`config.mk`:
```
export PLATFORM = sky130hd
export DESIGN_NAME = iib_accum
export DESIGN_NICKNAME = d
export VERILOG_FILES = /design/src/rtl/iib_pkg.sv /design/src/rtl/iib_accum.sv
export SDC_FILE = /design/constraint.sdc
export NUM_CORES = 2
export LEC_CHECK = 0
export BUFFER_PORTS_ARGS = -buffer_cell sky130_fd_sc_hd__buf_4
export CAP_MARGIN = 40
export CORE_MARGIN = 8
export CORE_UTILIZATION = 35
export CTS_CLUSTER_SIZE = 28
export DETAILED_ROUTE_END_ITERATION = 16
export HOLD_SLACK_MARGIN = 0.1
export PLACE_DENSITY_LB_ADDON = 0.05
export SLEW_MARGIN = 15
export SYNTH_ARGS = -nofsm -noshare
export SYNTH_HDL_FRONTEND = slang
export SYNTH_SLANG_ARGS = --single-unit
```
`constraint.sdc`:
```
create_clock -name clk -period 9.8 [get_ports clk]
set_input_delay 0.98 -clock clk [delete_from_list [all_inputs] [get_ports clk]]
set_output_delay 0.98 -clock clk [all_outputs]
set_load 0.01 [all_outputs]
```
`src/rtl/iib_pkg.sv`:
```
`timescale 1ns / 1ps
// shared types and constants for the integral image box filter
// no dependencies
package iib_pkg;

  // default table size limits
  localparam int MAX_HEIGHT_DEF = 64;
  localparam int MAX_WIDTH_DEF  = 64;

  // field widths
  localparam int COORD_W = 7;
  localparam int DATA_W  = 32;
  localparam int SCALE_W = 17;
  localparam int PADDR_W = 5;
  localparam int PDATA_W = 32;

  // signed work width for corner arithmetic, covers every table limit
  localparam int CORNER_W = 12;

  // four-corner sum, product and scaled value widths
  localparam int ACC_W      = DATA_W + 2;
  localparam int PROD_W     = ACC_W + SCALE_W + 1;
  localparam int FRAC_SHIFT = 16;
  localparam int SCALED_W   = PROD_W - FRAC_SHIFT;

  // commands
  localparam logic CMD_LOAD  = 1'b0;
  localparam logic CMD_QUERY = 1'b1;

  // clamp modes
  localparam logic MODE_NORM = 1'b0;
  localparam logic MODE_REPL = 1'b1;

  // register indexes
  localparam logic [2:0] REG_IMAGE_HEIGHT  = 3'd0;
  localparam logic [2:0] REG_IMAGE_WIDTH   = 3'd1;
  localparam logic [2:0] REG_TOP_OFFSET    = 3'd2;
  localparam logic [2:0] REG_BOTTOM_OFFSET = 3'd3;
  localparam logic [2:0] REG_LEFT_OFFSET   = 3'd4;
  localparam logic [2:0] REG_RIGHT_OFFSET  = 3'd5;
  localparam logic [2:0] REG_AREA_SCALE    = 3'd6;
  localparam logic [2:0] REG_CLAMP_MODE    = 3'd7;

  typedef struct packed {
    logic        [COORD_W-1:0] image_height;
    logic        [COORD_W-1:0] image_width;
    logic signed [7:0]         top_offset;
    logic signed [7:0]         bottom_offset;
    logic signed [7:0]         left_offset;
    logic signed [7:0]         right_offset;
    logic        [SCALE_W-1:0] area_scale;
    logic                      clamp_mode;
  } cfg_t;

  // sequencer controls for the accumulate and scale unit
  typedef struct packed {
    logic acc_en;
    logic acc_first;
    logic acc_neg;
    logic mul_en;
  } acc_ctl_t;

endpackage

```
`src/rtl/iib_accum.sv`:
```
`timescale 1ns / 1ps
// four-corner accumulate, area scaling and saturation; replicate mode saturates the unscaled sum
// depends on iib_pkg
module iib_accum (
  input  logic                            clk,
  input  iib_pkg::acc_ctl_t               ctl,
  input  logic                            clamp_mode,
  input  logic [iib_pkg::SCALE_W-1:0]     area_scale,
  input  logic [iib_pkg::DATA_W-1:0]      rd_data,
  output logic [iib_pkg::DATA_W-1:0]      result
);

  localparam int AW_ = iib_pkg::ACC_W;
  localparam int PW  = iib_pkg::PROD_W;
  localparam int SW  = iib_pkg::SCALED_W;
  localparam int DW  = iib_pkg::DATA_W;

  logic signed [AW_-1:0] acc;
  logic signed [AW_-1:0] term;
  logic signed [PW-1:0]  prod;
  logic signed [SW-1:0]  scaled;

  assign term = ctl.acc_neg ? -AW_'($signed(rd_data)) : AW_'($signed(rd_data));

  always_ff @(posedge clk) begin
    if (ctl.acc_en) begin
      acc <= ctl.acc_first ? term : acc + term;
    end
    if (ctl.mul_en) begin
      prod <= acc * $signed({1'b0, area_scale});
    end
  end

  // arithmetic shift rounds toward minus infinity
  assign scaled = prod[PW-1:iib_pkg::FRAC_SHIFT];

  always_comb begin
    if (clamp_mode == iib_pkg::MODE_NORM) begin
      if (scaled[SW-1:DW-1] == '0 || scaled[SW-1:DW-1] == '1) begin
        result = scaled[DW-1:0];
      end else begin
        result = scaled[SW-1] ? {1'b1, {(DW-1){1'b0}}} : {1'b0, {(DW-1){1'b1}}};
      end
    end else begin
      if (acc[AW_-1:DW-1] == '0 || acc[AW_-1:DW-1] == '1) begin
        result = acc[DW-1:0];
      end else begin
        result = acc[AW_-1] ? {1'b1, {(DW-1){1'b0}}} : {1'b0, {(DW-1){1'b1}}};
      end
    end
  end

endmodule

```
==> reports/qor.tcl <==
set qor(result_of_the_run) {completed}
set qor(hold_path_class) {register to register}
set qor(synth_edf_count) 70
set qor(maxSlewViolCount) 0
set qor(setup.worst_path.start_class) {input pin}
set qor(postSynthCellCount) 2773
set qor(dp_hpwl_microns) 57080
set qor(mappedNetlistArea_sq_um) 24570
set qor(filler_instances) 7193
set qor(finalSetupViolations) 0
set qor(final_critical_path_time_including_i_o_delays_and_setup_ns) 7.893
set qor(fin_setup_tns_ns) 0
set qor(cts_buffers) 9
set qor(regToRegStartpoint) {acc[10]}
set qor(drt_first_pass_iters) 5
set qor(post_cts.resized_instances) 0
set qor(worstSkewPairLatency_ns) 0.39
set qor(utilization_of_the_core_after_routing_pct) 38.11
set qor(holdBufCountCts) 0
set qor(hold_viol_final) 0
set qor(syn2layout_area_growth_pct) 8.250
set qor(die-width_microns) 280.9
set qor(drive_above_1_share_pct) 5.632
set qor(numClockSinks) 70
set qor(cap_viol_max_count) 0
set qor(synth_top_cell_by_area) {fa_1}
set qor(synth.top_cells.by_count) {inv_1, fa_1, nand2_1}
set qor(floorplan.die_area_sq_um) 78930
set qor(gp_congestion) 0.8112
set qor(routed-via-count) 18010
set qor(grt_max_degree) 65
set qor(synth-xor-area-share_pct) 3.601
set qor(yosys_register_bits) 70
set qor(synth_area_leaders) {fa_1, inv_1, edfxtp_1, ha_1, nand2_1}
set qor(timing.hold.worst.start) {acc[32]}
set qor(avgViaCountPerCell) 4.853
set qor(track_usage_pct) 19.19
set qor(cell_depth_of_the_worst_min_delay_path) 3
set qor(core_sq_um) 69790
set qor(synth_warnings) 0
set qor(clkSlewWorstSetupHoldPaths_ns) 0.08
set qor(drt_drc_violations_left) 0
set qor(synth.yosys.seq_area_share_pct) 8.556
set qor(fp-row-count) 97
set qor(finalCritPeriodShare_pct) 80.55
set qor(synthSimpleGateAreaFrac_pct) 15.95
set qor(max-slew-margin-rel_pct) 39.89
set qor(synthAdderAreaFrac_pct) 52.61
set qor(start_util_pct) 35.21
set qor(ff2ff_path_depth) 22
set qor(grt_first_pass_wirelength_microns) 116600
set qor(critical_path.endpoint_type) {register}
set qor(io_buffers) 86
set qor(globalRoute.totalOverflow) 0
set qor(io_count) 87
set qor(design.final.nets) 3523
set qor(worst_clock_skew_ns) 0.02763
set qor(max_freq_mhz) 126.7
set qor(dieHeight_microns) 280.9
set qor(synth_top_family_by_area) {adder cells}
set qor(post-synth-top-count-cell) {inv_1}
set qor(async_reset_ff_share_pct) 0
set qor(synth_compound_area_share_pct) 7.298
set qor(drt-wirelength-per-cell_microns) 19.50
set qor(synth.lib_cells_used.distinct) 64
set qor(h-tree-depth) 3
set qor(pin_slew_with_the_least_headroom_to_its_limit_ns) 0.9017
set qor(synth.top_cell.area_share_pct) 44.82
set qor(worstPathMaxFanout) 34
set qor(number_of_antenna_violations_at_the_first_check_in_global_routing) 2
set qor(avgSynthCellArea_sq_um) 8.860
set qor(worst_ep_required_time_ns) 9.92
set qor(post-cts-setup-buffers) 0
set qor(reg2reg_setup_slack_ns) 2.05
set qor(postRouteAntennaNets) 0
set qor(clockRootBuffer) {clkbuf_16}
set qor(reg2reg_end) {prod[41]}
set qor(wl_microns) 72360
set qor(holdPathEnd) {acc[32]}
set qor(cts.path.max_buffers) 2
set qor(drt_iter0_drc) 943
set qor(tritoncts_clock_tree) {done}
set qor(grt_pass1_vias) 20300
set qor(synth_flop_cell) {edfxtp_1}
set qor(synth_fp_nets) 3531
set qor(unrepaired_setup_endpoints_after_global_routing) {false}
set qor(synth.mux.area_fraction_pct) 0.1833
set qor(crit_type) {input pin to register}
set qor(arrival_time_of_the_worst_setup_path_ns) 8.01
## stage by stage
step                hold WS (ns)  cells  setup WS, ns  cell area (sq um)
floorplan                 0.7615   2773         2.538              24570
global placement          0.9652   3677         1.331              26010
detailed placement        0.9133   3693         1.420              26270
CTS                       0.9390   3709         1.816              26580
global route              0.9847   3710         1.547              26590
finish                    0.9189   3711         1.907              26600
## layout by cell type (no fill, tap or decap), types with 5 or more instances in the layout
| cell | netlist | routed |
|---|---|---|
| o21bai_1 | 8 | 8 |
| o21ai_0 | 65 | 64 |
| nand4_1 | 8 | 8 |
| fa_1 | 550 | 550 |
| o211ai_1 | 7 | 7 |
| and3_1 | 9 | 9 |
| o21a_1 | 6 | 6 |
| clkbuf_16 | 0 | 9 |
| edfxtp_1 | 70 | 70 |
| nand2b_1 | 7 | 7 |
| ha_1 | 153 | 153 |
| o22ai_1 | 5 | 5 |
| buf_8 | 0 | 13 |
| nand3_1 | 20 | 20 |
| and2_1 | 234 | 234 |
| nand2_1 | 456 | 455 |
| buf_4 | 0 | 104 |
| o21ai_1 | 7 | 6 |
| o31ai_1 | 9 | 9 |
| nor2_1 | 44 | 43 |
| inv_1 | 633 | 633 |
| nor2b_1 | 10 | 10 |
| a21o_1 | 21 | 21 |
| or3_1 | 7 | 7 |
| xnor2_1 | 74 | 74 |
| xor2_1 | 27 | 27 |
| nor3_1 | 9 | 9 |
| a21oi_1 | 124 | 124 |
## how the worst max path moves through the flow
stage	start	to	slack (ns)	depth (start not counted)
3_5_place_dp	area_scale[3]	prod[41]	1.42	22
6_report	area_scale[3]	prod[41]	1.91	22
3_3_place_gp	area_scale[3]	prod[45]	1.33	22
5_1_grt	area_scale[3]	prod[41]	1.55	22
2_1_floorplan	area_scale[3]	prod[45]	2.54	22
4_1_cts	area_scale[3]	prod[41]	1.82	22
## cell type report
class | instances | area (sq um) | share of cell area [%]
tap | 940 | 1176 | 4.422
sequential | 70 | 2102 | 7.904
clock buffer | 9 | 225.2 | 0.8468
timing repair buffer | 121 | 1056 | 3.971
antenna | 1 | 2.502 | 0.009409
clock inverter | 7 | 80.08 | 0.3011
multi-input combinational | 1930 | 19580 | 73.61
inverter | 633 | 2376 | 8.934
## registers in the layout, summed over array words and instances (netlist names)
register,flops
prod,36
acc,34
## cell families (layout without fill, tap and decap cells)
group           after synthesis  after routing
simple gates                826            826
buf+inv                     773            770
fa+ha+maj                   703            703
compound gates              296            296
xor+xnor                    101            101
flops                        70             70
mux                           4              4
other cells                   0              1
## worst max-delay path: stages
cell      delay [ns]
buf_4           0.23
and2_1          0.23
fa_1            0.53
inv_1           0.05
fa_1            0.56
fa_1            0.45
fa_1            0.54
inv_1           0.05
fa_1            0.47
inv_1           0.05
fa_1            0.47
inv_1           0.04
ha_1            0.28
a22o_1          0.21
o41a_1          0.38
o31a_1          0.38
o211ai_1        0.37
a211o_1         0.40
nand2_1         0.18
a311oi_1        0.71
o221ai_1        0.23
xor2_1          0.19
## routing by layer
layer  wire length [microns]  GRT usage, %
met2                   36130         33.66
met5                      12             0
met1                   32300         24.92
met3                    2665         2.880
met4                    1252         4.155
Power is not shown: default switching activity piles up to over one toggle a cycle in this logic, so the estimate is an artifact.
