[config.mk]
export PLATFORM = sky130hd
export DESIGN_NAME = iib_clamp
export DESIGN_NICKNAME = d
export VERILOG_FILES = /design/src/rtl/iib_pkg.sv /design/src/rtl/iib_clamp.sv
export SDC_FILE = /design/constraint.sdc
export NUM_CORES = 1
export LEC_CHECK = 0
export BUFFER_PORTS_ARGS = -buffer_cell sky130_fd_sc_hd__buf_2
export CELL_PAD_IN_SITES_DETAIL_PLACEMENT = 0
export CELL_PAD_IN_SITES_GLOBAL_PLACEMENT = 1
export CORE_MARGIN = 2
export CORE_UTILIZATION = 33
export DETAILED_ROUTE_END_ITERATION = 8
export GPL_ROUTABILITY_DRIVEN = 0
export PLACE_DENSITY_LB_ADDON = 0.1
export SLEW_MARGIN = 10
export SYNTH_ARGS = -nofsm -noshare
export SYNTH_HDL_FRONTEND = slang
export SYNTH_SLANG_ARGS = --single-unit
[constraint.sdc]
create_clock -name vclk -period 3.5
set_clock_uncertainty 0.15 [all_clocks]
set_input_delay 0.175 -clock vclk [all_inputs]
set_output_delay 0.175 -clock vclk [all_outputs]
set_load 0.05 [all_outputs]
[src/rtl/iib_pkg.sv]
`timescale 1ns / 1ps
// shared types and constants for the integral image box filter
// no dependencies
package iib_pkg;

  // default table size limits
  localparam int MAX_HEIGHT_DEF = 64;
  localparam int MAX_WIDTH_DEF  = 64;

  // field widths
  localparam int COORD_W = 7;
  localparam int DATA_W  = 32;
  localparam int SCALE_W = 17;
  localparam int PADDR_W = 5;
  localparam int PDATA_W = 32;

  // signed work width for corner arithmetic, covers every table limit
  localparam int CORNER_W = 12;

  // four-corner sum, product and scaled value widths
  localparam int ACC_W      = DATA_W + 2;
  localparam int PROD_W     = ACC_W + SCALE_W + 1;
  localparam int FRAC_SHIFT = 16;
  localparam int SCALED_W   = PROD_W - FRAC_SHIFT;

  // commands
  localparam logic CMD_LOAD  = 1'b0;
  localparam logic CMD_QUERY = 1'b1;

  // clamp modes
  localparam logic MODE_NORM = 1'b0;
  localparam logic MODE_REPL = 1'b1;

  // register indexes
  localparam logic [2:0] REG_IMAGE_HEIGHT  = 3'd0;
  localparam logic [2:0] REG_IMAGE_WIDTH   = 3'd1;
  localparam logic [2:0] REG_TOP_OFFSET    = 3'd2;
  localparam logic [2:0] REG_BOTTOM_OFFSET = 3'd3;
  localparam logic [2:0] REG_LEFT_OFFSET   = 3'd4;
  localparam logic [2:0] REG_RIGHT_OFFSET  = 3'd5;
  localparam logic [2:0] REG_AREA_SCALE    = 3'd6;
  localparam logic [2:0] REG_CLAMP_MODE    = 3'd7;

  typedef struct packed {
    logic        [COORD_W-1:0] image_height;
    logic        [COORD_W-1:0] image_width;
    logic signed [7:0]         top_offset;
    logic signed [7:0]         bottom_offset;
    logic signed [7:0]         left_offset;
    logic signed [7:0]         right_offset;
    logic        [SCALE_W-1:0] area_scale;
    logic                      clamp_mode;
  } cfg_t;

  // sequencer controls for the accumulate and scale unit
  typedef struct packed {
    logic acc_en;
    logic acc_first;
    logic acc_neg;
    logic mul_en;
  } acc_ctl_t;

endpackage

[src/rtl/iib_clamp.sv]
`timescale 1ns / 1ps
// box corner computation and clamping for one query
// depends on iib_pkg
module iib_clamp #(
  parameter int MAX_HEIGHT = iib_pkg::MAX_HEIGHT_DEF,
  parameter int MAX_WIDTH  = iib_pkg::MAX_WIDTH_DEF,
  parameter int RW         = $clog2(MAX_HEIGHT + 1),
  parameter int CWD        = $clog2(MAX_WIDTH + 1)
) (
  input  iib_pkg::cfg_t                     cfg,
  input  logic [iib_pkg::COORD_W-1:0]       row,
  input  logic [iib_pkg::COORD_W-1:0]       col,
  output logic [RW-1:0]                     top_row,
  output logic [RW-1:0]                     bottom_row,
  output logic [CWD-1:0]                    left_col,
  output logic [CWD-1:0]                    right_col
);

  localparam int CW = iib_pkg::CORNER_W;
  localparam int PAD = CW - iib_pkg::COORD_W;
  localparam logic signed [CW-1:0] H_MAX = CW'(MAX_HEIGHT);
  localparam logic signed [CW-1:0] W_MAX = CW'(MAX_WIDTH);
  localparam logic signed [CW-1:0] ONE   = CW'(1);
  localparam logic signed [CW-1:0] ZERO  = CW'(0);

  function automatic logic signed [CW-1:0] clip(input logic signed [CW-1:0] v,
                                                input logic signed [CW-1:0] lo,
                                                input logic signed [CW-1:0] hi);
    if (v < lo) begin
      clip = lo;
    end else if (v > hi) begin
      clip = hi;
    end else begin
      clip = v;
    end
  endfunction

  logic signed [CW-1:0] h_raw, w_raw, h_lim, w_lim;
  logic signed [CW-1:0] row_s, col_s;
  logic signed [CW-1:0] t_sum, b_sum, l_sum, r_sum;
  logic signed [CW-1:0] lo_far, h_near, w_near;

  assign h_raw = $signed({{PAD{1'b0}}, cfg.image_height});
  assign w_raw = $signed({{PAD{1'b0}}, cfg.image_width});
  assign row_s = $signed({{PAD{1'b0}}, row});
  assign col_s = $signed({{PAD{1'b0}}, col});

  // size registers saturated to the table limits
  assign h_lim = clip(h_raw, ONE, H_MAX);
  assign w_lim = clip(w_raw, ONE, W_MAX);

  assign t_sum = row_s + CW'(cfg.top_offset);
  assign b_sum = row_s + CW'(cfg.bottom_offset);
  assign l_sum = col_s + CW'(cfg.left_offset);
  assign r_sum = col_s + CW'(cfg.right_offset);

  // replicate mode keeps the box at least one pixel inside the image
  always_comb begin
    if (cfg.clamp_mode == iib_pkg::MODE_REPL) begin
      lo_far = ONE;
      h_near = h_lim - ONE;
      w_near = w_lim - ONE;
    end else begin
      lo_far = ZERO;
      h_near = h_lim;
      w_near = w_lim;
    end
  end

  assign top_row    = RW'(clip(t_sum, ZERO, h_near));
  assign bottom_row = RW'(clip(b_sum, lo_far, h_lim));
  assign left_col   = CWD'(clip(l_sum, ZERO, w_near));
  assign right_col  = CWD'(clip(r_sum, lo_far, w_lim));

endmodule

==> impl_metrics.csv, run 1 <==
group,metric,value,unit
place,hpwlAfterDp,8350,µm
place,portBuffers,89,
detailed_routing,wl,9890,µm
power,p_seq_share,0,%
min_path,hold_depth,4,
yosys,synth_area_leaders,"ha_1 (28%), a21oi_1 (5.6%), a211oi_1 (5.0%)",
detailed_routing,final_antenna_net_count,0,
place,pre_cts_ws,-0.299,ns
yosys,synth_top_area_cell,"ha_1",
global_routing,first_global_vias,3572,
place,postPlaceCellArea,0.00428,mm²
power,switchingPower,0.921,mW
power,p_leak,2.21,nW
sta,setup_viol,2,
yosys,synth.top_cell.area_share,28.4,%
yosys,netlist_area,0.00286,mm²
finish,seq_area,0,µm²
run,cap_violations,0,
detailed_routing,dr.pass1.iters,6,
yosys,syn_inst,391,
sta,min_period,3.53,ns
detailed_routing,drt_first_iter_violations,96,
detailed_routing,routedWlPerCell,15.1,µm
global_routing,grt_max_degree,13,
finish,layout.nets,699,
global_routing,antenna_found_initial,0,
min_path,worstHoldStart,"cfg[62]",
finish,layout-drive-gt1-share,49.6,%
min_path,whs_endpoint,"bottom_row[5]",
global_routing,grt_overflow,0,
critical_path,cp-end-kind,"output pin",
finish,final_cell_area,0.00500,mm²
critical_path,path_class,"in -> out",
yosys,synth_common_cells,"ha_1 (65), a21oi_1 (32), nor2_1 (32)",
sta,drv_slew,0,
die,die_x,97.2,µm
sta,rsz0062_at_grt,"true",
critical_path,path_max_fanout,6,
sta,worst_pin_slew,0.508,ns
finish,post-route-util,60.2,%
critical_path,cp.required,3.17,ns
power,clkPwrFrac,0,%
die,start_util,34.5,%
sta,max_freq,283,MHz
min_path,hold_path.class,"in -> out",
yosys,synth_most_common_cell,"ha_1",
finish,syn_to_final_growth,74.4,%
detailed_routing,drc,0,
power,p_sw_share,56.1,%
die,ios,106,
sta,fin_setup_tns,-0.0420,ns
yosys,seq_area_frac_synth,0,%
yosys,ys_warn_count,0,
status,outcome,"complete, but fails checks",
global_routing,grt_first_pass_wirelength,16400,µm
finish,diodes,0,
finish,seq_cell_count,0,
power,internal_power,0.719,mW
status,violations,"setup timing",
critical_path,critPathArrivalTime,3.21,ns
die,dieHeight,97.2,µm
power,pwr_density_cell,328,mW/mm²
critical_path,startpoint_type,"primary input",
sta,timing.final.ws_setup,-0.0327,ns
die,die-area,0.00944,mm²
sta,min_period_over_period,101,%
detailed_routing,via_count,3546,
sta,hold_viol,0,
sta,relSlewSlack,66.1,%
power,power,1.64,mW
finish,clkbuf_count,0,
die,rows,33,
power,peakVddDrop,0.269,mV
yosys,yosysUniqueCellTypes,49,
power,power_frac_comb,100.0,%
detailed_routing,via_per_inst,5.41,
global_routing,track_usage,19.9,%
yosys,syn_area_per_cell,7.32,µm²
die,core_area,0.00830,mm²
[placed cells by master (no fill, tap or decap), types with 4 or more instances in the layout]
cell	n
buf_4	67
buf_2	55
ha_1	52
buf_6	33
nand2_1	29
nor2_1	24
a21oi_1	20
o21ai_0	16
inv_1	16
nor3_1	14
o21a_1	11
a211oi_4	11
ha_4	11
xor2_1	10
a21o_1	8
xnor2_1	7
o211ai_1	7
mux2i_2	7
nand2b_1	7
a21oi_4	7
nor2_2	7
or3_4	5
nor3_2	5
nand4_1	5
o21ai_2	5
a21oi_2	5
nand3_1	5
conb_1	5
nor2b_1	4
a211oi_1	4
a211oi_2	4
mux2i_1	4
fa_2	4
[per-stage QoR]
step / hold WS [ns] / instances
finish: 0.733 / 655
global route: 0.762 / 655
CTS: 0.738 / 652
detailed placement: 0.778 / 645
global placement: 0.775 / 645
floorplan: 0.422 / 395
[routing by layer]
metal  share of wire (%)  track usage [%]
met5                   0                0
met4                0.36            0.758
met3                 2.3            0.504
met2                  48             35.1
met1                  50             28.4
[worst max path at each step]
stage / start / to / slack [ns] / cells past startpoint
2_1_floorplan: cfg[26] / left_col[1] / -0.11 / 13
3_3_place_gp: cfg[34] / bottom_row[1] / -0.23 / 16
3_5_place_dp: cfg[34] / bottom_row[5] / -0.30 / 16
4_1_cts: col[0] / left_col[1] / -0.06 / 16
5_1_grt: col[0] / left_col[2] / -0.15 / 17
6_report: col[1] / left_col[2] / -0.03 / 17
[logic make-up (layout without fill, tap and decap cells)]
kind of cell,Yosys count,count (layout),synth area share [%]
compound gates,138,138,33.1
simple gates,125,125,20.9
fa+ha+maj,69,69,31.2
xor+xnor,20,20,6.12
buf+inv,22,177,2.88
mux,16,16,5.68
other cells,1,5,0.131
[area by class of cell]
type	count	area (µm²)
fill	779	3300
inverter	19	71.3
multi-input combinational	373	3590
tap	105	131
timing repair buffer	158	1200
[power by group through the flow]
| stage | sequential, mW | combinational, mW | clock (mW) |
|---|---|---|---|
| 2_1_floorplan | 0 | 1.00 | 0 |
| 3_3_place_gp | 0 | 1.35 | 0 |
| 3_5_place_dp | 0 | 1.36 | 0 |
| 4_1_cts | 0 | 1.56 | 0 |
| 5_1_grt | 0 | 1.76 | 0 |
| 6_report | 0 | 1.64 | 0 |
[what timing repair did]
action,4_1_cts,5_1_grt
cloned,0,0
gates resized for setup,100,47
pin swaps,27,31
setup endpoints to repair,28,28
hold endpoints to repair,0,0
hold buffers,0,0
buffers inserted,7,3
[critical path, cell delays in order]
cell and delay [ns]:
buf_6 0.11, buf_4 0.13, fa_2 0.35, a21o_1 0.21, a21oi_4 0.16, o21ai_2 0.08, buf_4 0.14, a21oi_4 0.15
buf_12 0.14, ha_4 0.14, nand3_2 0.06, or3_4 0.40, o21a_4 0.23, o21ai_4 0.08, nand2_4 0.15, a211oi_4 0.29
buf_6 0.19
No activity file was read; power rests on OpenSTA's default activity.
==> run 2, diff against run 1 <==
Settings changed: PLACE_DENSITY_LB_ADDON 0.1 to 0.08.
==> impl_metrics.csv, run 2 (same netlist as run 1, synthesis figures left out) <==
group,metric,value,unit
global_routing,use_met3,1.15,%
status,outcome,"complete, but fails checks",
global_routing,grt_overflow,0,
detailed_routing,via_per_inst,5.36,
die,ios,106,
critical_path,critPathArrivalTime,3.20,ns
finish,multiInputGateArea,0.00359,mm²
power,pwr_density_cell,328,mW/mm²
global_routing,grt_max_degree,13,
sta,min_period,3.52,ns
sta,hold_viol,0,
sta,max_freq,284,MHz
die,rows,33,
place,placedCellCount,646,
power,peakVddDrop,0.204,mV
sta,worst_pin_slew,0.502,ns
sta,drv_slew,0,
critical_path,cp.required,3.17,ns
die,die-area,0.00944,mm²
global_routing,track_usage,20.0,%
detailed_routing,dr.pass1.iters,4,
die,dieHeight,97.2,µm
finish,seq_area,0,µm²
cts,hold_buffers,0,
finish,syn_to_final_growth,76.7,%
min_path,hold_path.class,"in -> out",
critical_path,cp-end-kind,"output pin",
sta,setup_viol,1,
detailed_routing,drt_first_iter_violations,81,
finish,layout-drive-gt1-share,50.0,%
detailed_routing,final_antenna_net_count,0,
die,start_util,34.5,%
critical_path,timing.critical_path.to,"left_col[2]",
run,cap_violations,0,
sta,timing.final.ws_setup,-0.0235,ns
global_routing,use_met2,36.0,%
power,p_leak,2.26,nW
place,portBuffers,89,
finish,clkbuf_count,0,
detailed_routing,routedWlPerCell,15.3,µm
sta,relSlewSlack,66.4,%
critical_path,path_class,"in -> out",
global_routing,first_global_vias,3532,
finish,seq_cell_count,0,
finish,diodes,0,
finish,fill_cells,784,
sta,rsz0062_at_grt,"true",
power,power,1.66,mW
finish,final_common_cell,"buf_4",
finish,layout.nets,705,
critical_path,path_max_fanout,6,
global_routing,antenna_found_initial,0,
critical_path,startpoint_type,"primary input",
finish,final_cell_mix,"buf_4 (73), buf_2 (53), ha_1 (52)",
critical_path,setup.worst_path.start,"col[0]",
detailed_routing,via_count,3542,
place,hpwlAfterDp,8390,µm
global_routing,busiest_layer,"met2",
global_routing,grtUsageMet1,27.8,%
die,core_area,0.00830,mm²
finish,stdcell_count,661,
global_routing,grt_first_pass_wirelength,16400,µm
detailed_routing,drc,0,
status,violations,"setup timing",
detailed_routing,wl,10100,µm
die,die_x,97.2,µm
sta,min_period_over_period,101,%
run 2: final cells by class:
class	count	share of cell area, %
Multi-Input combinational cell	373	71.0
Timing Repair Buffer	164	25.0
Tap cell	105	2.60
Inverter	19	1.41
run 2: repair_timing:
action,4_1_cts,5_1_grt
resized for setup,80,68
pin swaps,30,47
buffers inserted,7,8
setup endpoints to repair,27,28
run 2: where the power goes:
part / switching [mW] / internal (mW) / total [mW] / leakage (nW)
logic: 0.924 / 0.736 / 1.66 / 2.26
clock network: 0 / 0 / 0 / 0
registers: 0 / 0 / 0 / 0
run 2: critical path, stage by stage:
cell and delay (ns):
buf_8 0.10, ha_4 0.16, fa_2 0.34, a21o_1 0.18
a21oi_2 0.18, o21ai_2 0.07, buf_4 0.14, a21oi_4 0.28
ha_4 0.18, nand2_2 0.04, or3_4 0.37, o21a_4 0.24
o21ai_4 0.10, nand2_4 0.17, a211oi_4 0.29, buf_6 0.19
run 2: stage by stage:
stage / worst slack, ns / TNS, ns / utilization (%) / area [µm²] / hold slack (ns)
finish: -0.0235 / -0.0235 / 61.0 / 5060 / 0.732
global route: -0.152 / -1.86 / 61.0 / 5060 / 0.756
CTS: -0.0863 / -0.314 / 56.2 / 4670 / 0.743
detailed placement: -0.247 / -4.30 / 52.0 / 4310 / 0.786
global placement: -0.197 / -3.35 / 52.0 / 4310 / 0.781
floorplan: -0.112 / -1.17 / - / 3270 / 0.422
run 2: worst min path at each step:
stage / from / end / slack, ns / cells past startpoint
after floorplan: cfg[56] / right_col[6] / 0.42 / 2
after global placement: cfg[63] / bottom_row[6] / 0.78 / 4
after detailed placement: cfg[63] / bottom_row[6] / 0.79 / 4
after CTS: cfg[59] / bottom_row[2] / 0.74 / 4
after global routing: cfg[63] / bottom_row[6] / 0.76 / 4
final: cfg[56] / right_col[6] / 0.73 / 5
run 2: layer usage:
| metal | part of all wire (%) | wire length (µm) |
|---|---|---|
| met1 | 49 | 4960 |
| met2 | 49 | 4910 |
| met3 | 2.1 | 208 |
| met4 | 0.32 | 32 |
| met5 | 0 | 0 |
